## src/hw/rtl/tpc_pkg.sv

```systemverilog
// ----------------------------------------------------------------------------
// tpc_pkg: shared types and constants for the triangle plane classifier
// Side codes, count limits, register indexes and lane control types.
// ----------------------------------------------------------------------------
package tpc_pkg;

  localparam int MAX_TRIS  = 65536;
  localparam int CNT_W     = 18;
  localparam int COORD_W   = 32;
  localparam int NORM_W    = 16;
  localparam int DIFF_W    = COORD_W + 1;
  localparam int PROD_W    = NORM_W + DIFF_W;
  localparam int DOT_W     = PROD_W + 2;
  localparam int CNT_MAX   = (1 << CNT_W) - 1;
  localparam int LIMIT_INT = (2 * MAX_TRIS > CNT_MAX) ? CNT_MAX : 2 * MAX_TRIS;
  localparam logic [CNT_W-1:0] COUNT_LIMIT = LIMIT_INT[CNT_W-1:0];

  // vertex side codes
  localparam logic [1:0] SIDE_FRONT = 2'd0;
  localparam logic [1:0] SIDE_BACK  = 2'd1;
  localparam logic [1:0] SIDE_ON    = 2'd2;

  // triangle class codes
  localparam logic [1:0] TRI_FRONT   = 2'd0;
  localparam logic [1:0] TRI_BACK    = 2'd1;
  localparam logic [1:0] TRI_THROUGH = 2'd2;
  localparam logic [1:0] TRI_SPLIT   = 2'd3;

  // configuration register indexes
  localparam logic [2:0] REG_NORMAL_X = 3'd0;
  localparam logic [2:0] REG_NORMAL_Y = 3'd1;
  localparam logic [2:0] REG_NORMAL_Z = 3'd2;
  localparam logic [2:0] REG_ORIGIN_X = 3'd3;
  localparam logic [2:0] REG_ORIGIN_Y = 3'd4;
  localparam logic [2:0] REG_ORIGIN_Z = 3'd5;

  typedef struct packed {
    logic [COORD_W-1:0] x;
    logic [COORD_W-1:0] y;
    logic [COORD_W-1:0] z;
  } vec_t;

  typedef struct packed {
    logic [NORM_W-1:0] x;
    logic [NORM_W-1:0] y;
    logic [NORM_W-1:0] z;
  } norm_t;

  // per-stage load enables for the lane pipeline
  typedef struct packed {
    logic diff;
    logic prod;
    logic sum;
  } lane_en_t;

endpackage

```

## src/hw/rtl/tpc_lane.sv

```systemverilog
// ----------------------------------------------------------------------------
// tpc_lane: one vertex lane
// Three-stage signed dot product of normal with (vertex - origin); emits side.
// ----------------------------------------------------------------------------
module tpc_lane (
  input  logic             clk,
  input  tpc_pkg::lane_en_t en,
  input  tpc_pkg::vec_t     vertex,
  input  tpc_pkg::vec_t     origin,
  input  tpc_pkg::norm_t    normal,
  output logic [1:0]        side
);

  logic signed [tpc_pkg::DIFF_W-1:0] dx, dy, dz;
  logic signed [tpc_pkg::PROD_W-1:0] px, py, pz;
  logic signed [tpc_pkg::DOT_W-1:0]  dot;

  always_ff @(posedge clk) begin
    if (en.diff) begin
      dx <= $signed({vertex.x[tpc_pkg::COORD_W-1], vertex.x})
          - $signed({origin.x[tpc_pkg::COORD_W-1], origin.x});
      dy <= $signed({vertex.y[tpc_pkg::COORD_W-1], vertex.y})
          - $signed({origin.y[tpc_pkg::COORD_W-1], origin.y});
      dz <= $signed({vertex.z[tpc_pkg::COORD_W-1], vertex.z})
          - $signed({origin.z[tpc_pkg::COORD_W-1], origin.z});
    end
  end

  always_ff @(posedge clk) begin
    if (en.prod) begin
      px <= $signed(normal.x) * dx;
      py <= $signed(normal.y) * dy;
      pz <= $signed(normal.z) * dz;
    end
  end

  assign dot = {{2{px[tpc_pkg::PROD_W-1]}}, px}
             + {{2{py[tpc_pkg::PROD_W-1]}}, py}
             + {{2{pz[tpc_pkg::PROD_W-1]}}, pz};

  always_ff @(posedge clk) begin
    if (en.sum) begin
      if (dot[tpc_pkg::DOT_W-1]) begin
        side <= tpc_pkg::SIDE_BACK;
      end else if (dot == '0) begin
        side <= tpc_pkg::SIDE_ON;
      end else begin
        side <= tpc_pkg::SIDE_FRONT;
      end
    end
  end

endmodule

```

## config.mk

```make
export PLATFORM = sky130hd
export DESIGN_NAME = tpc_lane
export DESIGN_NICKNAME = d
export VERILOG_FILES = /design/src/hw/rtl/tpc_pkg.sv /design/src/hw/rtl/tpc_lane.sv
export SDC_FILE = /design/constraint.sdc
export NUM_CORES = 2
export LEC_CHECK = 0
export ABC_AREA = 1
export BUFFER_PORTS_ARGS = -buffer_cell sky130_fd_sc_hd__buf_2
export CORE_UTILIZATION = 70
export CTS_BUF_LIST = sky130_fd_sc_hd__clkbuf_4 sky130_fd_sc_hd__clkbuf_8
export DETAILED_ROUTE_END_ITERATION = 8
export PLACE_DENSITY = 0.95
export SYNTH_ARGS = -nofsm -noshare
export SYNTH_HDL_FRONTEND = slang
export SYNTH_SLANG_ARGS = --single-unit
```

## constraint.sdc

```tcl
create_clock -name clk -period 11.9 [get_ports clk]
set_input_delay 1.19 -clock clk [delete_from_list [all_inputs] [get_ports clk]]
set_output_delay 1.19 -clock clk [all_outputs]
set_load 0.01 [all_outputs]
```

==> impl_metrics.yaml <==
cts:
  ctsResizeCount: 0
  cts_root_buf: "clkbuf_8"
  cts_setup_buffers: 0
  cts_buffer_depth: 3
  numCtsBuffers: 45
  cts.clk_slew.worst_paths_ns: 0.07
  cts_tree: "yes"
  clock_sink_count: 248
  clkLatencyLatePin_ns: 0.78
  hold_buffers: 0
  htree_levels: 2
die:
  die_x_um: 327.3
  io_pins: 246
  chipHeight_um: 327.3
  num_rows: 118
  die-area_sq_um: 107100
  start_util: 0.7104
  core_sq_um: 104200
yosys:
  syn_inst: 9149
  synth-edff-count: 248
  synth_seq_area_share: 0.1006
  netlist_area_sq_um: 74050
  synth_fp_nets: 11440
  synth_fa_ha_area_frac: 0.5031
  synth_simple_gate_area_frac: 0.1406
  ys.flop_type: "edfxtp_1"
  synth_top_family_by_area: "adder cells"
  ys_ff_latch: 248
  async_flop_share: 0
  yosysWarnings: 0
  synth_cell_types: 53
  synth_compound_area_frac: 0.06296
  synthXorXnorAreaFrac: 0.03205
  avgSynthCellArea_sq_um: 8.094
  synthMuxAreaShare: 0
routing:
  wl_um: 206900
  drc: 0
  drtIter0Drc: 7064
  drt-pass1-iter-count: 7
  routed_via_density: 5.835
  vias: 61340
  wl_per_cell_um: 19.68
  ant_nets: 0
layout:
  final_common_cell: "inv_1"
  fin_nets: 11380
  syn2layout_area_growth_pct: 3.765
  stdcell_area_sq_um: 76840
  drive_above_1_share: 0.05008
  final_cell_mix: "2801 x inv_1, 2000 x nand2_1, 1553 x fa_1"
critical_path:
  slowest_stage: "buf_2"
  required_ns: 12.34
  crit_buf_inv: 2
  cp_top_family: "adder cells"
  critical_path_arrival_ns: 7.72
  slowest_delay_ns: 0.66
  cpMostUsedCell: "fa_1"
  startpoint_type: "primary input"
  worstPathCellList: "buf_2 > nand2_1 > fa_1 > fa_1 > fa_1 > fa_1 > inv_1 > fa_1 > fa_1 > ha_1 > nand2_1 > nor2_1 > nand4_1 > nor3_1 > a21oi_1 > o21ai_2 > nand2_1 > nand2_1 > a31oi_1 > xnor2_1"
  critPathKind: "in -> reg"
  worst-path-max-fanout: 33
  end_kind: "register"
sta:
  finalSetupTns_ns: 0
  rsz0062_at_grt: "false"
  fmax_mhz: 137.5
  clock_skew_ns: 0.08264
  period_needed_ns: 7.275
  worst_slew_pin_slew_ns: 1.006
  hold_viol_final: 0
  timing.final.crit_share: 0.6113
  slew_headroom: 0.3295
  setup_viol: 0
  slew_viol_final: 0
placement:
  portBuffers: 245
  dp.final_hpwl_um: 168300
  dpl_cell_area_sq_um: 75720
  place_congestion: 1.001
worst_hold_path:
  hold_path.class: "in -> reg"
global_routing:
  antenna_found_initial: 9
  overflow: 0
  grt_first_pass_wirelength_um: 337700
  gr-usage-all-layers: 0.4017
  grt_pass1_vias: 67550
  grt_max_degree: 82
run:
  drv_cap: 0
run_status:
  status: "finished clean"
[layout make-up]
cell class	count	area, sq um
Inverter	2807	10540
Fill cell	7067	27400
Sequential cell	248	7447
Multi-Input combinational cell	5732	54710
Antenna cell	8	20.02
Tap cell	1380	1727
Timing Repair Buffer	254	1303
Clock buffer	55	694.4
Clock inverter	29	402.9
[cells in the mapped netlist, types with 19 or more instances]
master | number | area share
nor3_1 | 31 | 0.0021
nand3_1 | 95 | 0.0064
edfxtp_1 | 248 | 0.10
o21ai_1 | 25 | 0.0017
nor2_1 | 399 | 0.020
or2_2 | 22 | 0.0019
nand2_1 | 2000 | 0.10
o21a_1 | 36 | 0.0036
clkbuf_1 | 359 | 0.018
a31oi_1 | 96 | 0.0081
o21ai_0 | 149 | 0.010
ha_1 | 493 | 0.083
a21oi_2 | 19 | 0.0022
a21oi_1 | 314 | 0.021
nand4_1 | 26 | 0.0022
xnor2_1 | 120 | 0.014
inv_1 | 2801 | 0.14
xor2_1 | 151 | 0.018
nand2_2 | 19 | 0.0016
o21bai_1 | 19 | 0.0019
o21ai_2 | 22 | 0.0026
fa_1 | 1553 | 0.42
[logic make-up after synthesis]
logic type	after synthesis
adders and majority gates	2046
and+or+nand+nor	2643
AOI/OAI and AO/OA	772
xor gates and xnor gates	271
DFF	248
buffers and inverters	3169
[state kept, by name, summed over array words and instances, names as in the netlist]
name	count
pz	49
dy	33
dz	33
px	49
side	2
py	49
dx	33
[routing by layer]
| layer | track usage | part of all wire | vias up | routed length (um) |
|---|---|---|---|---|
| met5 | 0 | 0.00020 | - | 42 |
| met4 | 0.2216 | 0.067 | 6 | 13920 |
| met3 | 0.09828 | 0.12 | 1333 | 24590 |
| met2 | 0.6572 | 0.47 | 4376 | 98050 |
| met1 | 0.4915 | 0.34 | 29390 | 70270 |
| li1 | - | - | 26240 | - |
[final timing paths]
kind / from / end / slack (ns) / depth (start not counted)
max: normal[1] / pz[40] / 4.63 / 20
min: en[0] / side[0] / 0.68 / 1
max reg2reg: dz[9] / pz[40] / 4.80 / 19
min reg2reg: py[48] / side[0] / 1.07 / 4
[per-stage QoR]
stage / setup slack (ns) / hold slack [ns] / util / instances
after global routing: 4.468 / 0.6639 / 0.7371 / 10510
after global placement: 4.186 / 1.026 / 0.7264 / 10420
final: 4.625 / 0.6819 / 0.7372 / 10510
after floorplan: 5.140 / 0.6006 / - / 9149
after detailed placement: 4.124 / 1.057 / 0.7264 / 10420
after CTS: 4.872 / 0.6440 / 0.7370 / 10510
Power is not shown: default switching activity piles up to over one toggle a cycle in this logic, so the estimate is an artifact.
