==> src/hw/rtl/tpc_pkg.sv <==
// ----------------------------------------------------------------------------
// tpc_pkg: shared types and constants for the triangle plane classifier
// Side codes, count limits, register indexes and lane control types.
// ----------------------------------------------------------------------------
package tpc_pkg;

  localparam int MAX_TRIS  = 65536;
  localparam int CNT_W     = 18;
  localparam int COORD_W   = 32;
  localparam int NORM_W    = 16;
  localparam int DIFF_W    = COORD_W + 1;
  localparam int PROD_W    = NORM_W + DIFF_W;
  localparam int DOT_W     = PROD_W + 2;
  localparam int CNT_MAX   = (1 << CNT_W) - 1;
  localparam int LIMIT_INT = (2 * MAX_TRIS > CNT_MAX) ? CNT_MAX : 2 * MAX_TRIS;
  localparam logic [CNT_W-1:0] COUNT_LIMIT = LIMIT_INT[CNT_W-1:0];

  // vertex side codes
  localparam logic [1:0] SIDE_FRONT = 2'd0;
  localparam logic [1:0] SIDE_BACK  = 2'd1;
  localparam logic [1:0] SIDE_ON    = 2'd2;

  // triangle class codes
  localparam logic [1:0] TRI_FRONT   = 2'd0;
  localparam logic [1:0] TRI_BACK    = 2'd1;
  localparam logic [1:0] TRI_THROUGH = 2'd2;
  localparam logic [1:0] TRI_SPLIT   = 2'd3;

  // configuration register indexes
  localparam logic [2:0] REG_NORMAL_X = 3'd0;
  localparam logic [2:0] REG_NORMAL_Y = 3'd1;
  localparam logic [2:0] REG_NORMAL_Z = 3'd2;
  localparam logic [2:0] REG_ORIGIN_X = 3'd3;
  localparam logic [2:0] REG_ORIGIN_Y = 3'd4;
  localparam logic [2:0] REG_ORIGIN_Z = 3'd5;

  typedef struct packed {
    logic [COORD_W-1:0] x;
    logic [COORD_W-1:0] y;
    logic [COORD_W-1:0] z;
  } vec_t;

  typedef struct packed {
    logic [NORM_W-1:0] x;
    logic [NORM_W-1:0] y;
    logic [NORM_W-1:0] z;
  } norm_t;

  // per-stage load enables for the lane pipeline
  typedef struct packed {
    logic diff;
    logic prod;
    logic sum;
  } lane_en_t;

endpackage

==> src/hw/rtl/tpc_merge.sv <==
// ----------------------------------------------------------------------------
// tpc_merge: merge stage
// Combines the three vertex sides into a class and keeps the saturating counts.
// ----------------------------------------------------------------------------
module tpc_merge (
  input  logic                      clk,
  input  logic                      rst,
  input  logic                      ld,
  input  logic                      first,
  input  logic [2:0][1:0]           sides,
  output logic [1:0]                tri_side,
  output logic [2:0][1:0]           sides_out,
  output logic [tpc_pkg::CNT_W-1:0] front_count,
  output logic [tpc_pkg::CNT_W-1:0] back_count
);

  logic [tpc_pkg::CNT_W-1:0] cf, cb;
  logic [tpc_pkg::CNT_W-1:0] front_count_next, back_count_next;
  logic [tpc_pkg::CNT_W:0]   sum_f, sum_b;
  logic [1:0]                nf, nb, non;
  logic [1:0]                inc_f, inc_b;
  logic [1:0]                tri_c;

  always_comb begin
    nf  = 2'd0;
    nb  = 2'd0;
    non = 2'd0;
    for (int i = 0; i < 3; i++) begin
      if (sides[i] == tpc_pkg::SIDE_FRONT) begin
        nf = nf + 2'd1;
      end else if (sides[i] == tpc_pkg::SIDE_BACK) begin
        nb = nb + 2'd1;
      end else begin
        non = non + 2'd1;
      end
    end
  end

  assign cf = first ? '0 : front_count;
  assign cb = first ? '0 : back_count;

  always_comb begin
    if (non == 2'd3) begin
      // coplanar: goes to the smaller side, tie goes back
      tri_c = (cf < cb) ? tpc_pkg::TRI_FRONT : tpc_pkg::TRI_BACK;
    end else if (nb == 2'd0) begin
      tri_c = tpc_pkg::TRI_FRONT;
    end else if (nf == 2'd0) begin
      tri_c = tpc_pkg::TRI_BACK;
    end else if (non == 2'd1) begin
      tri_c = tpc_pkg::TRI_THROUGH;
    end else begin
      tri_c = tpc_pkg::TRI_SPLIT;
    end
  end

  always_comb begin
    case (tri_c)
      tpc_pkg::TRI_FRONT: begin
        inc_f = 2'd1;
        inc_b = 2'd0;
      end
      tpc_pkg::TRI_BACK: begin
        inc_f = 2'd0;
        inc_b = 2'd1;
      end
      tpc_pkg::TRI_THROUGH: begin
        inc_f = 2'd1;
        inc_b = 2'd1;
      end
      default: begin
        // split: majority side takes two
        inc_f = (nf >= 2'd2) ? 2'd2 : 2'd1;
        inc_b = (nf >= 2'd2) ? 2'd1 : 2'd2;
      end
    endcase
  end

  assign sum_f = {1'b0, cf} + {{(tpc_pkg::CNT_W-1){1'b0}}, inc_f};
  assign sum_b = {1'b0, cb} + {{(tpc_pkg::CNT_W-1){1'b0}}, inc_b};

  assign front_count_next = (sum_f > {1'b0, tpc_pkg::COUNT_LIMIT}) ? tpc_pkg::COUNT_LIMIT
                                                                 : sum_f[tpc_pkg::CNT_W-1:0];
  assign back_count_next  = (sum_b > {1'b0, tpc_pkg::COUNT_LIMIT}) ? tpc_pkg::COUNT_LIMIT
                                                                 : sum_b[tpc_pkg::CNT_W-1:0];

  always_ff @(posedge clk) begin
    if (rst) begin
      front_count <= '0;
      back_count  <= '0;
    end else if (ld) begin
      front_count <= front_count_next;
      back_count  <= back_count_next;
    end
  end

  always_ff @(posedge clk) begin
    if (ld) begin
      tri_side  <= tri_c;
      sides_out <= sides;
    end
  end

endmodule

==> config.mk <==
export PLATFORM = sky130hd
export DESIGN_NAME = tpc_merge
export DESIGN_NICKNAME = d
export VERILOG_FILES = /design/src/hw/rtl/tpc_pkg.sv /design/src/hw/rtl/tpc_merge.sv
export SDC_FILE = /design/constraint.sdc
export NUM_CORES = 1
export LEC_CHECK = 0
export BUFFER_PORTS_ARGS = -buffer_cell sky130_fd_sc_hd__buf_2
export CORE_ASPECT_RATIO = 1.4
export CORE_MARGIN = 2
export CORE_UTILIZATION = 55
export DETAILED_ROUTE_END_ITERATION = 10
export GPL_ROUTABILITY_DRIVEN = 0
export PLACE_DENSITY = 0.86
export SLEW_MARGIN = 20
export SYNTH_ARGS = -nofsm -noshare
export SYNTH_HDL_FRONTEND = slang
export SYNTH_SLANG_ARGS = --single-unit
==> constraint.sdc <==
create_clock -name clk -period 15.2 [get_ports clk]
set_clock_uncertainty 0.15 [all_clocks]
set_input_delay 0.76 -clock clk [delete_from_list [all_inputs] [get_ports clk]]
set_output_delay 0.76 -clock clk [all_outputs]
set_load 0.02 [all_outputs]
==> results of run 1 <==
placed cells by master (no fill, tap or decap), types with 4 or more instances in the layout:
| cell type | instances |
|---|---|
| sky130_fd_sc_hd__mux2i_1 | 4 |
| sky130_fd_sc_hd__and2_1 | 5 |
| sky130_fd_sc_hd__edfxtp_1 | 8 |
| sky130_fd_sc_hd__or2_2 | 5 |
| sky130_fd_sc_hd__a22oi_1 | 7 |
| sky130_fd_sc_hd__nand4b_1 | 6 |
| sky130_fd_sc_hd__nand4_1 | 11 |
| sky130_fd_sc_hd__nand2b_1 | 10 |
| sky130_fd_sc_hd__a21oi_1 | 23 |
| sky130_fd_sc_hd__or3_1 | 4 |
| sky130_fd_sc_hd__nor3_1 | 16 |
| sky130_fd_sc_hd__nor2b_1 | 23 |
| sky130_fd_sc_hd__nand3_1 | 15 |
| sky130_fd_sc_hd__o21ai_0 | 13 |
| sky130_fd_sc_hd__nor4_1 | 7 |
| sky130_fd_sc_hd__ha_1 | 25 |
| sky130_fd_sc_hd__clkbuf_8 | 5 |
| sky130_fd_sc_hd__buf_2 | 53 |
| sky130_fd_sc_hd__nand2_1 | 47 |
| sky130_fd_sc_hd__a21o_1 | 12 |
| sky130_fd_sc_hd__dfxtp_1 | 36 |
| sky130_fd_sc_hd__inv_1 | 13 |
| sky130_fd_sc_hd__and4_1 | 4 |
| sky130_fd_sc_hd__nor2_1 | 40 |
| sky130_fd_sc_hd__xnor2_1 | 8 |
| sky130_fd_sc_hd__o31ai_1 | 5 |
| sky130_fd_sc_hd__xor2_1 | 21 |
| sky130_fd_sc_hd__o21ai_1 | 10 |
| sky130_fd_sc_hd__and3_1 | 6 |
sequential cells by signal, indices dropped and copies added, names as in the netlist:
register	count
back_count	18
front_count	18
sides_out	6
tri_side	2
how the worst min path moves through the flow:
stage                            startpoint  slack, ns  cells past startpoint                            to
3_5_place_dp   front_count[17]$_SDFFE_PP0P_       0.34                      2  front_count[17]$_SDFFE_PP0P_
4_1_cts        front_count[17]$_SDFFE_PP0P_       0.35                      2  front_count[17]$_SDFFE_PP0P_
6_report       front_count[17]$_SDFFE_PP0P_       0.35                      2  front_count[17]$_SDFFE_PP0P_
5_1_grt        front_count[17]$_SDFFE_PP0P_       0.36                      2  front_count[17]$_SDFFE_PP0P_
3_3_place_gp   front_count[17]$_SDFFE_PP0P_       0.33                      2  front_count[17]$_SDFFE_PP0P_
2_1_floorplan    back_count[1]$_SDFFE_PP0P_       0.39                      2    back_count[1]$_SDFFE_PP0P_
layer usage:
metal	routed length [µm]	track usage, %	up-vias
met3	590	3.100	34
met2	4890	47.12	161
met4	325	13.15	0
li1	-	-	1738
met1	3878	32.13	1717
met5	0	0	-
stage by stage:
stage	worst slack (ns)	hold WS, ns
6_report	8.734	0.3527
5_1_grt	8.186	0.3634
4_1_cts	8.815	0.3540
3_5_place_dp	8.538	0.3361
3_3_place_gp	8.578	0.3339
2_1_floorplan	9.352	0.3896
area by class of cell:
type | count | share of cell area [%]
multi-input combinational | 379 | 63.47
timing repair buffer | 53 | 6.551
clock inverter | 3 | 1.051
sequential | 44 | 23.73
clock buffer | 5 | 1.700
inverter | 13 | 1.205
tap | 74 | 2.287
critical path, cell delays in order:
cell and delay, ns:
sky130_fd_sc_hd__buf_2 0.59, sky130_fd_sc_hd__inv_1 0.48, sky130_fd_sc_hd__nand2_1 0.19, sky130_fd_sc_hd__ha_1 0.16
sky130_fd_sc_hd__a21o_1 0.12, sky130_fd_sc_hd__a21o_1 0.11, sky130_fd_sc_hd__a21oi_1 0.06, sky130_fd_sc_hd__o21ai_0 0.21
sky130_fd_sc_hd__a21oi_1 0.07, sky130_fd_sc_hd__o21a_1 0.19, sky130_fd_sc_hd__o21ai_1 0.20, sky130_fd_sc_hd__ha_1 0.24
sky130_fd_sc_hd__nor2b_1 0.30, sky130_fd_sc_hd__o21bai_1 0.17, sky130_fd_sc_hd__ha_1 0.21, sky130_fd_sc_hd__fa_1 0.24
sky130_fd_sc_hd__nand4_1 0.28, sky130_fd_sc_hd__or3_1 0.49, sky130_fd_sc_hd__nor4_1 0.29, sky130_fd_sc_hd__o21ai_1 0.13
sky130_fd_sc_hd__and4_1 0.23, sky130_fd_sc_hd__a211oi_2 0.47, sky130_fd_sc_hd__nor2_1 0.12, sky130_fd_sc_hd__a22o_1 0.20
logic make-up (layout without fill, tap and decap cells):
| group | Yosys count | in the layout | share of synthesized area, % |
|---|---|---|---|
| adder cells (fa/ha/maj) | 28 | 28 | 10.08 |
| XOR/XNOR | 29 | 29 | 6.865 |
| AO/OA/AOI/OAI | 100 | 100 | 17.82 |
| buffers and inverters | 40 | 74 | 4.633 |
| flip-flops | 44 | 44 | 25.97 |
| multiplexers | 5 | 5 | 1.387 |
| AND/OR/NAND/NOR | 217 | 217 | 33.24 |
power by group:
group          internal, µW  switching, µW
Clock                  48.7           43.0
Sequential              124           3.32
Combinational          23.5           36.7
Total                   196           83.0
==> metrics.json, run 1 <==
{
  "critical_path": {
    "cp-end-kind": "flop",
    "critical_r2r_capture": "front_count[1]$_SDFFE_PP0P_",
    "crit_path_start_kind": "primary input",
    "worst_ep_required_time_ns": 15.25,
    "crit_end": "front_count[1]$_SDFFE_PP0P_",
    "critPathMaxFanout": 49,
    "cp_data_arrival_time_ns": 6.52,
    "worst-r2r-setup-slack_ns": 9.54,
    "regToRegStartpoint": "front_count[12]$_SDFFE_PP0P_",
    "path_class": "in -> reg",
    "reg2regPathDepth": 20,
    "cp-startpoint": "first"
  },
  "final_layout": {
    "final_net_count": 534,
    "layout-drive-gt1-share_pct": 16.10,
    "final_core_utilization_pct": 61.64,
    "area.sequential_um2": 960.9,
    "antenna_cells": 0,
    "final_design_area_no_fill_um2": 4049,
    "syn2layout_area_growth_pct": 9.435,
    "fillerInstances": 599,
    "multi_input_comb_area_um2": 2570,
    "layout_cells_excl_fill": 571
  },
  "detailed_routing": {
    "postRouteWirelength_um": 9683,
    "drt_drc_violations_left": 0,
    "initialDrtViolationCount": 266,
    "drt_first_pass_iters": 5,
    "route.detailed.vias_per_inst": 6.392,
    "wl_per_cell_um": 16.96,
    "dr_total_vias": 3650,
    "route.antenna.remaining_nets": 0
  },
  "die": {
    "coreArea_um2": 6569,
    "floorplan.die_area_um2": 7408,
    "num_rows": 35,
    "initial_utilization_pct": 56.32,
    "die_width_um": 73.32,
    "die-height_um": 101.0,
    "boundaryPins": 54
  },
  "timing": {
    "final_period_minus_worst_setup_slack_ns": 6.466,
    "totalNegativeSetupSlack_ns": 0,
    "final.period_utilization_pct": 42.54,
    "hold_violations": 0,
    "rsz_0062_raised_after_global_routing": "false",
    "timing_worst_slew_pin_value_ns": 0.7863,
    "slew_headroom_pct": 47.58,
    "maxClockFrequency_mhz": 154.6,
    "setup_violations": 0,
    "slew_violations": 0
  },
  "power_and_ir_drop": {
    "cellPowerDensity_nw_per_um2": 68.86,
    "max-vdd-ir-drop_mv": 0.04995,
    "report.power.total_uw": 278.8,
    "p_leak_uw": 0.001815
  },
  "place": {
    "dp_hpwl_um": 7159,
    "placed_cells_incl_taps": 563,
    "io_buffers": 53,
    "placement.cell_area_um2": 3935
  },
  "logic_synthesis": {
    "synth.top_cell.area_share_pct": 19.48,
    "netlist_top_cells_count": "sky130_fd_sc_hd__nand2_1, sky130_fd_sc_hd__nor2_1, sky130_fd_sc_hd__dfxtp_1",
    "yosys.cell_count.top_type": "sky130_fd_sc_hd__nand2_1",
    "mappedNetlistNets": 501,
    "ys_dominant_reg_cell": "sky130_fd_sc_hd__dfxtp_1",
    "synth_largest_area_cell": "sky130_fd_sc_hd__dfxtp_1",
    "synth_top_cells_by_area": "sky130_fd_sc_hd__dfxtp_1, sky130_fd_sc_hd__ha_1, sky130_fd_sc_hd__edfxtp_1",
    "synthesized_instance_count": 463,
    "ys_ff_latch": 44,
    "synthesis.yosys.warnings": 0,
    "syn_area_um2": 3700,
    "syn-mean-instance-area_um2": 7.991,
    "ys_seq_area_share_pct": 25.97,
    "synth-edff-count": 8,
    "async_flop_share_pct": 0,
    "synth.lib_cells_used.distinct": 62
  },
  "cts": {
    "htreeDepth": 2,
    "cts_repair_resize_count": 0,
    "tritoncts_num_sinks": 44,
    "post_cts_buffers": 0,
    "tritoncts.num_buffers": 5,
    "clock_tree_from_tritoncts": "yes",
    "clock_insertion_delay_worst_skew_ns": 0.31,
    "ctsHoldBuffers": 0,
    "clockBufferDepth": 2,
    "cts_root_buf": "sky130_fd_sc_hd__clkbuf_8",
    "clkSlewWorstSetupHoldPaths_ns": 0.08
  },
  "worst_hold_path": {
    "hold_class": "reg -> reg"
  },
  "grt": {
    "globalRoute.totalOverflow": 0,
    "wire_length_of_the_first_global_routing_pass_um": 15990,
    "grt_util_all_layers_pct": 26.97,
    "antenna_found_initial": 0,
    "largest_net_degree_at_the_start_of_global_routing": 50,
    "via_count_of_the_first_global_routing_pass": 3481
  },
  "run_status": {
    "status": "completed"
  },
  "job": {
    "max-cap-violations": 0
  }
}
(Power assumes the default switching activity.)
==> run 2: changes to the inputs <==
--- a/config.mk
+++ b/config.mk
@@ -8,10 +8,10 @@
 export BUFFER_PORTS_ARGS = -buffer_cell sky130_fd_sc_hd__buf_2
 export CORE_ASPECT_RATIO = 1.4
 export CORE_MARGIN = 2
-export CORE_UTILIZATION = 55
+export CORE_UTILIZATION = 53
 export DETAILED_ROUTE_END_ITERATION = 10
 export GPL_ROUTABILITY_DRIVEN = 0
-export PLACE_DENSITY = 0.86
+export PLACE_DENSITY = 0.87
 export SLEW_MARGIN = 20
 export SYNTH_ARGS = -nofsm -noshare
 export SYNTH_HDL_FRONTEND = slang
==> constraint.sdc (replaced) <==
create_clock -name clk -period 5.25 [get_ports clk]
set_clock_uncertainty 0.15 [all_clocks]
set_input_delay 0.2625 -clock clk [delete_from_list [all_inputs] [get_ports clk]]
set_output_delay 0.2625 -clock clk [all_outputs]
set_load 0.02 [all_outputs]
==> run 2 against run 1 <==
Net effect: global-route usage up 1.8 points; critical path depth is the same; critical endpoint is now front_count[5]$_SDFFE_PP0P_; critical path type is now reg -> reg; sequential cell count unchanged; die area rose by 3.6%; non-clock buffer count is 36 higher; first-iteration DRC count up 13%; setup slack got worse by 8.5 ns; combinational power rose to 3.2 times the previous value.
==> metrics.json, run 2 (synthesized netlist as in run 1, its figures left out) <==
{
  "run_status": {
    "status": "completed"
  },
  "cts": {
    "tritoncts_num_sinks": 44,
    "tritoncts.num_buffers": 5,
    "clock_insertion_delay_worst_skew_ns": 0.31,
    "clkSlewWorstSetupHoldPaths_ns": 0.08,
    "cts_root_buf": "sky130_fd_sc_hd__clkbuf_8",
    "htreeDepth": 2,
    "clock_tree_from_tritoncts": "yes",
    "clockBufferDepth": 2
  },
  "die": {
    "die-height_um": 102.9,
    "die_width_um": 74.62,
    "boundaryPins": 54,
    "initial_utilization_pct": 54.04,
    "coreArea_um2": 6847,
    "num_rows": 36,
    "floorplan.die_area_um2": 7675
  },
  "detailed_routing": {
    "drt_first_pass_iters": 5,
    "top_layer_used": "met4",
    "dr_total_vias": 3972,
    "routed-wl-met2_um": 5474,
    "drt_drc_violations_left": 0,
    "wl_per_cell_um": 17.37,
    "initialDrtViolationCount": 300,
    "route.antenna.remaining_nets": 0,
    "route.detailed.vias_per_inst": 6.325,
    "wl_met3_um": 818,
    "postRouteWirelength_um": 10910,
    "wl_met1_um": 3896
  },
  "final_layout": {
    "most-common-layout-cells": "sky130_fd_sc_hd__buf_2, sky130_fd_sc_hd__nand2_1, sky130_fd_sc_hd__nor2_1",
    "top_regs": "back_count x18, front_count x18, sides_out x6",
    "area.sequential_um2": 960.9,
    "final_core_utilization_pct": 64.51,
    "layout_cells_excl_fill": 628,
    "syn2layout_area_growth_pct": 19.38,
    "final_net_count": 570,
    "layout-drive-gt1-share_pct": 23.26,
    "fillerInstances": 590,
    "commonest_non_fill_non_tap_cell_in_the_layout": "sky130_fd_sc_hd__buf_2",
    "multi_input_comb_area_um2": 2629,
    "antenna_cells": 0
  },
  "grt": {
    "grt_util_all_layers_pct": 28.80,
    "antenna_found_initial": 0,
    "via_count_of_the_first_global_routing_pass": 3883,
    "largest_net_degree_at_the_start_of_global_routing": 41,
    "globalRoute.totalOverflow": 0,
    "wire_length_of_the_first_global_routing_pass_um": 17300
  },
  "place": {
    "dp_hpwl_um": 7844,
    "post-place-ws_ns": 0.03861,
    "io_buffers": 53,
    "placed_cells_incl_taps": 616
  },
  "timing": {
    "totalNegativeSetupSlack_ns": 0,
    "rsz_0062_raised_after_global_routing": "true",
    "final_period_minus_worst_setup_slack_ns": 5.058,
    "maxClockFrequency_mhz": 197.7,
    "setup_violations": 0,
    "post-route-worst-setup-slack_ns": 0.1922,
    "hold_violations": 0,
    "timing_worst_slew_pin_value_ns": 1.018,
    "final.period_utilization_pct": 96.34,
    "slew_headroom_pct": 31.88,
    "slew_violations": 0
  },
  "critical_path": {
    "cp_data_arrival_time_ns": 5.12,
    "worst_ep_required_time_ns": 5.31,
    "cp-end-kind": "flop",
    "path_class": "reg -> reg",
    "regToRegStartpoint": "back_count[11]$_SDFFE_PP0P_",
    "cp-startpoint": "back_count[11]$_SDFFE_PP0P_",
    "crit_path_start_kind": "flop",
    "critPathMaxFanout": 6
  },
  "power_and_ir_drop": {
    "report.power.total_uw": 821.3,
    "p_leak_uw": 0.002013,
    "max-vdd-ir-drop_mv": 0.09795,
    "cellPowerDensity_nw_per_um2": 185.9
  },
  "job": {
    "max-cap-violations": 0
  },
  "worst_hold_path": {
    "hold_class": "in -> reg",
    "hold_path.startpoint": "sides[2]"
  }
}
==> run 2: changes by cell type in the layout (fill, tap and decap cells not counted), sizes merged <==
cell         change
dlygate4sd3      +2
buf             +34
==> run 2: metrics by stage <==
stage          hold WS (ns)  area [µm²]
6_report           0.007153        4417
5_1_grt           0.0005810        4417
4_1_cts           0.0001263        4340
3_5_place_dp         0.3184        4214
3_3_place_gp         0.3126        4214
2_1_floorplan        0.2114        3704
==> run 2: worst paths after layout <==
check,cells past startpoint,to,slack (ns)
worst max-delay path,24,front_count[5]$_SDFFE_PP0P_,0.19
worst min-delay path,1,sides_out[2]$_DFFE_PP_,0.007
worst max register to register,24,front_count[5]$_SDFFE_PP0P_,0.19
worst min register to register,2,front_count[17]$_SDFFE_PP0P_,0.34
==> run 2: layout make-up <==
cell class	count	share of cell area [%]
Multi-Input combinational cell	379	59.52
Sequential cell	44	21.76
Timing Repair Buffer	89	12.52
Tap cell	95	2.691
Clock buffer	5	1.558
Inverter	13	1.105
Clock inverter	3	0.8499
==> run 2: power by group <==
group | internal [µW] | switching, µW | total (µW) | leakage (µW)
Clock | 139 | 121 | 259 | 0.0000532
Combinational | 78.9 | 116 | 195 | 0.00159
Sequential | 358 | 9.16 | 367 | 0.000369
Total | 575 | 246 | 821 | 0.00201
==> run 2: routing by layer <==
layer  track usage, %  vias to the layer above
met2            48.88                      245
met1            30.13                     1843
met4            23.90                        0
met3            5.376                       71
met5                0                        -
li1                 -                     1813
==> run 2: what timing repair did <==
| item | CTS | global route |
|---|---|---|
| hold buffers | 2 | 0 |
| hold endpoints to repair | 2 | 0 |
| setup endpoints to repair | 0 | 23 |
| buffers inserted | 0 | 2 |
| gates resized for setup | 0 | 14 |
==> run 2: critical path, cell delays in order, from the launching register on <==
cell	delay (ns)
sky130_fd_sc_hd__dfxtp_1	0.34
sky130_fd_sc_hd__nor2b_1	0.24
sky130_fd_sc_hd__inv_1	0.12
sky130_fd_sc_hd__ha_1	0.31
sky130_fd_sc_hd__a21o_1	0.16
sky130_fd_sc_hd__a21o_1	0.17
sky130_fd_sc_hd__a21oi_1	0.12
sky130_fd_sc_hd__o21ai_0	0.08
sky130_fd_sc_hd__a21oi_1	0.13
sky130_fd_sc_hd__o21a_1	0.18
sky130_fd_sc_hd__o21ai_1	0.11
sky130_fd_sc_hd__ha_2	0.22
sky130_fd_sc_hd__nor2b_1	0.15
sky130_fd_sc_hd__o21bai_1	0.16
sky130_fd_sc_hd__ha_1	0.21
sky130_fd_sc_hd__fa_1	0.42
sky130_fd_sc_hd__nand4_1	0.20
sky130_fd_sc_hd__buf_4	0.17
sky130_fd_sc_hd__nor3_1	0.07
sky130_fd_sc_hd__a211o_1	0.30
sky130_fd_sc_hd__a21oi_1	0.18
sky130_fd_sc_hd__and4_4	0.27
sky130_fd_sc_hd__a211oi_4	0.07
sky130_fd_sc_hd__buf_4	0.15
sky130_fd_sc_hd__o31ai_1	0.26
==> run 3: changes to the inputs <==
--- a/config.mk
+++ b/config.mk
@@ -11,7 +11,7 @@
 export CORE_UTILIZATION = 53
 export DETAILED_ROUTE_END_ITERATION = 10
 export GPL_ROUTABILITY_DRIVEN = 0
-export PLACE_DENSITY = 0.87
+export PLACE_DENSITY = 0.78
 export SLEW_MARGIN = 20
 export SYNTH_ARGS = -nofsm -noshare
 export SYNTH_HDL_FRONTEND = slang
==> run 3 against run 2 <==
Net effect: sequential power is essentially flat; global-route usage shrank 0.18 points; maximum frequency grew 0.74%; cell area shrank 0.25%; clock power shrank 19%; sequential share of layout area grew 0.084 points; sequential cell count is the same; via count shrank 3.4%; largest cell class unchanged; highest routed layer unchanged.
==> metrics.json, run 3 (synthesized netlist as in run 1, its figures left out) <==
{
  "power_and_ir_drop": {
    "p_leak_uw": 0.002007,
    "max-vdd-ir-drop_mv": 0.09980,
    "cellPowerDensity_nw_per_um2": 175.1
  },
  "final_layout": {
    "final_net_count": 569,
    "final_core_utilization_pct": 64.35,
    "fillerInstances": 604,
    "layout-drive-gt1-share_pct": 24.11,
    "final_design_area_no_fill_um2": 4405,
    "antenna_cells": 0,
    "most-common-layout-cells": "sky130_fd_sc_hd__buf_2, sky130_fd_sc_hd__nand2_1, sky130_fd_sc_hd__nor2_1",
    "commonest_non_fill_non_tap_cell_in_the_layout": "sky130_fd_sc_hd__buf_2",
    "top_regs": "back_count x18, front_count x18, sides_out x6",
    "syn2layout_area_growth_pct": 19.07
  },
  "detailed_routing": {
    "drt_first_pass_iters": 5,
    "drt_drc_violations_left": 0,
    "dr_total_vias": 3835,
    "wl_per_cell_um": 17.23,
    "initialDrtViolationCount": 259,
    "route.detailed.vias_per_inst": 6.126,
    "route.antenna.remaining_nets": 0,
    "postRouteWirelength_um": 10790
  },
  "grt": {
    "grt.busiest_layer": "met2",
    "via_count_of_the_first_global_routing_pass": 3629,
    "met1_track_demand_over_resource_pct": 32.35,
    "global_route.usage.met3_pct": 3.812,
    "antenna_found_initial": 0,
    "grt_util_all_layers_pct": 28.62,
    "wire_length_of_the_first_global_routing_pass_um": 17120,
    "globalRoute.totalOverflow": 0,
    "grt.met2_usage_pct": 50.92,
    "largest_net_degree_at_the_start_of_global_routing": 35
  },
  "timing": {
    "timing_worst_slew_pin_value_ns": 1.094,
    "slew_headroom_pct": 26.78,
    "hold_violations": 0,
    "totalNegativeSetupSlack_ns": 0,
    "maxClockFrequency_mhz": 199.2,
    "slew_violations": 0,
    "final.period_utilization_pct": 95.63,
    "rsz_0062_raised_after_global_routing": "false",
    "setup_violations": 0,
    "final_period_minus_worst_setup_slack_ns": 5.021
  },
  "cts": {
    "tritoncts_num_sinks": 44,
    "clock_tree_from_tritoncts": "yes",
    "clockBufferDepth": 2,
    "clkSlewWorstSetupHoldPaths_ns": 0.08,
    "cts_root_buf": "sky130_fd_sc_hd__clkbuf_8",
    "htreeDepth": 2,
    "tritoncts.num_buffers": 5,
    "clock_insertion_delay_worst_skew_ns": 0.31
  },
  "run_status": {
    "status": "completed"
  },
  "die": {
    "floorplan.die_area_um2": 7675,
    "die-height_um": 102.9,
    "die_width_um": 74.62,
    "coreArea_um2": 6847,
    "initial_utilization_pct": 54.04,
    "boundaryPins": 54,
    "num_rows": 36
  },
  "critical_path": {
    "worst-r2r-setup-slack_ns": 0.23,
    "reg2regPathDepth": 22,
    "regToRegStartpoint": "front_count[7]$_SDFFE_PP0P_",
    "path_class": "reg -> reg",
    "crit_path_start_kind": "flop",
    "worst_ep_required_time_ns": 5.32,
    "cp_data_arrival_time_ns": 5.09,
    "critPathMaxFanout": 6,
    "critical_r2r_capture": "back_count[5]$_SDFFE_PP0P_",
    "cp-end-kind": "flop"
  },
  "worst_hold_path": {
    "hold_path.startpoint": "sides[0]",
    "whs_endpoint": "sides_out[0]$_DFFE_PP_",
    "timing.hold.worst_path_depth": 1,
    "hold_class": "in -> reg"
  },
  "job": {
    "max-cap-violations": 0
  },
  "place": {
    "io_buffers": 53,
    "dp_hpwl_um": 7837,
    "placement.cell_area_um2": 4192
  }
}
-- run 3: cell count changes in the layout (fill, tap and decap cells not counted), sizes merged --
cell / change
clkinv: -2
clkbuf: +2
dlygate4sd3: -1
bufinv: -1
-- run 3: through the flow --
step | hold WS, ns | setup slack (ns) | total power, µW | instances
6_report | 0.003761 | 0.2295 | 771.3 | 626
2_1_floorplan | 0.2114 | 0.02774 | 501.8 | 463
4_1_cts | 0.003379 | 0.02913 | 764.4 | 621
5_1_grt | 0.0007835 | 0.009607 | 809.7 | 626
3_5_place_dp | 0.3147 | -0.04320 | 556.7 | 613
3_3_place_gp | 0.3140 | 0.1271 | 550.7 | 613
-- run 3: report_power, final --
part           internal, µW  switching, µW  total, µW  leakage (µW)
combinational          79.0            115        194       0.00160
clock                  91.9            119        211     0.0000383
sequential              358           8.67        366      0.000369
total                   529            243        771       0.00201
-- run 3: routing by layer --
| metal | vias up | routed length, µm | part of all wire (%) |
|---|---|---|---|
| met5 | - | 0 | 0 |
| met2 | 175 | 5402 | 50 |
| met3 | 58 | 517 | 4.8 |
| met1 | 1793 | 4234 | 39 |
| li1 | 1809 | - | - |
| met4 | 0 | 630 | 5.8 |
-- run 3: what timing repair did --
| item | in CTS | in global routing |
|---|---|---|
| setup endpoints to repair | 0 | 21 |
| buffers inserted | 0 | 5 |
| gates resized for setup | 0 | 19 |
| endpoints found under the hold margin | 1 | 0 |
| hold buffers | 1 | 0 |
-- run 3: critical path: stages, from the launching register on --
cell	delay (ns)
sky130_fd_sc_hd__dfxtp_1	0.41
sky130_fd_sc_hd__nor2b_2	0.29
sky130_fd_sc_hd__ha_1	0.29
sky130_fd_sc_hd__a21o_1	0.18
sky130_fd_sc_hd__a21o_1	0.17
sky130_fd_sc_hd__a21oi_1	0.14
sky130_fd_sc_hd__o21ai_0	0.12
sky130_fd_sc_hd__a21oi_1	0.14
sky130_fd_sc_hd__o21a_1	0.16
sky130_fd_sc_hd__o21ai_2	0.07
sky130_fd_sc_hd__ha_2	0.31
sky130_fd_sc_hd__mux2_2	0.15
sky130_fd_sc_hd__ha_1	0.18
sky130_fd_sc_hd__fa_2	0.27
sky130_fd_sc_hd__nand3_2	0.14
sky130_fd_sc_hd__nor4_4	0.43
sky130_fd_sc_hd__buf_4	0.21
sky130_fd_sc_hd__o21a_1	0.14
sky130_fd_sc_hd__nor3_2	0.06
sky130_fd_sc_hd__and4b_1	0.22
sky130_fd_sc_hd__a21oi_2	0.33
sky130_fd_sc_hd__o22ai_1	0.16
sky130_fd_sc_hd__a21o_1	0.20
-- run 3: final cells by class --
class / count / area [µm²] / share of cell area (%)
tap: 95 / 118.9 / 2.698
inverter: 13 / 48.80 / 1.108
timing repair buffer: 88 / 543.0 / 12.33
clock buffer: 7 / 76.32 / 1.732
sequential: 44 / 962.2 / 21.84
multi-input combinational: 379 / 2656 / 60.30
-- run 3: worst max path at each step --
stage / end / startpoint / slack [ns] / cells past startpoint
finish: back_count[5]$_SDFFE_PP0P_ / front_count[7]$_SDFFE_PP0P_ / 0.23 / 22
global route: front_count[1]$_SDFFE_PP0P_ / back_count[11]$_SDFFE_PP0P_ / 0.01 / 23
CTS: front_count[0]$_SDFFE_PP0P_ / front_count[7]$_SDFFE_PP0P_ / 0.03 / 22
detailed placement: front_count[0]$_SDFFE_PP0P_ / first / -0.04 / 24
global placement: back_count[9]$_SDFFE_PP0P_ / first / 0.13 / 24
floorplan: front_count[1]$_SDFFE_PP0P_ / first / 0.03 / 25
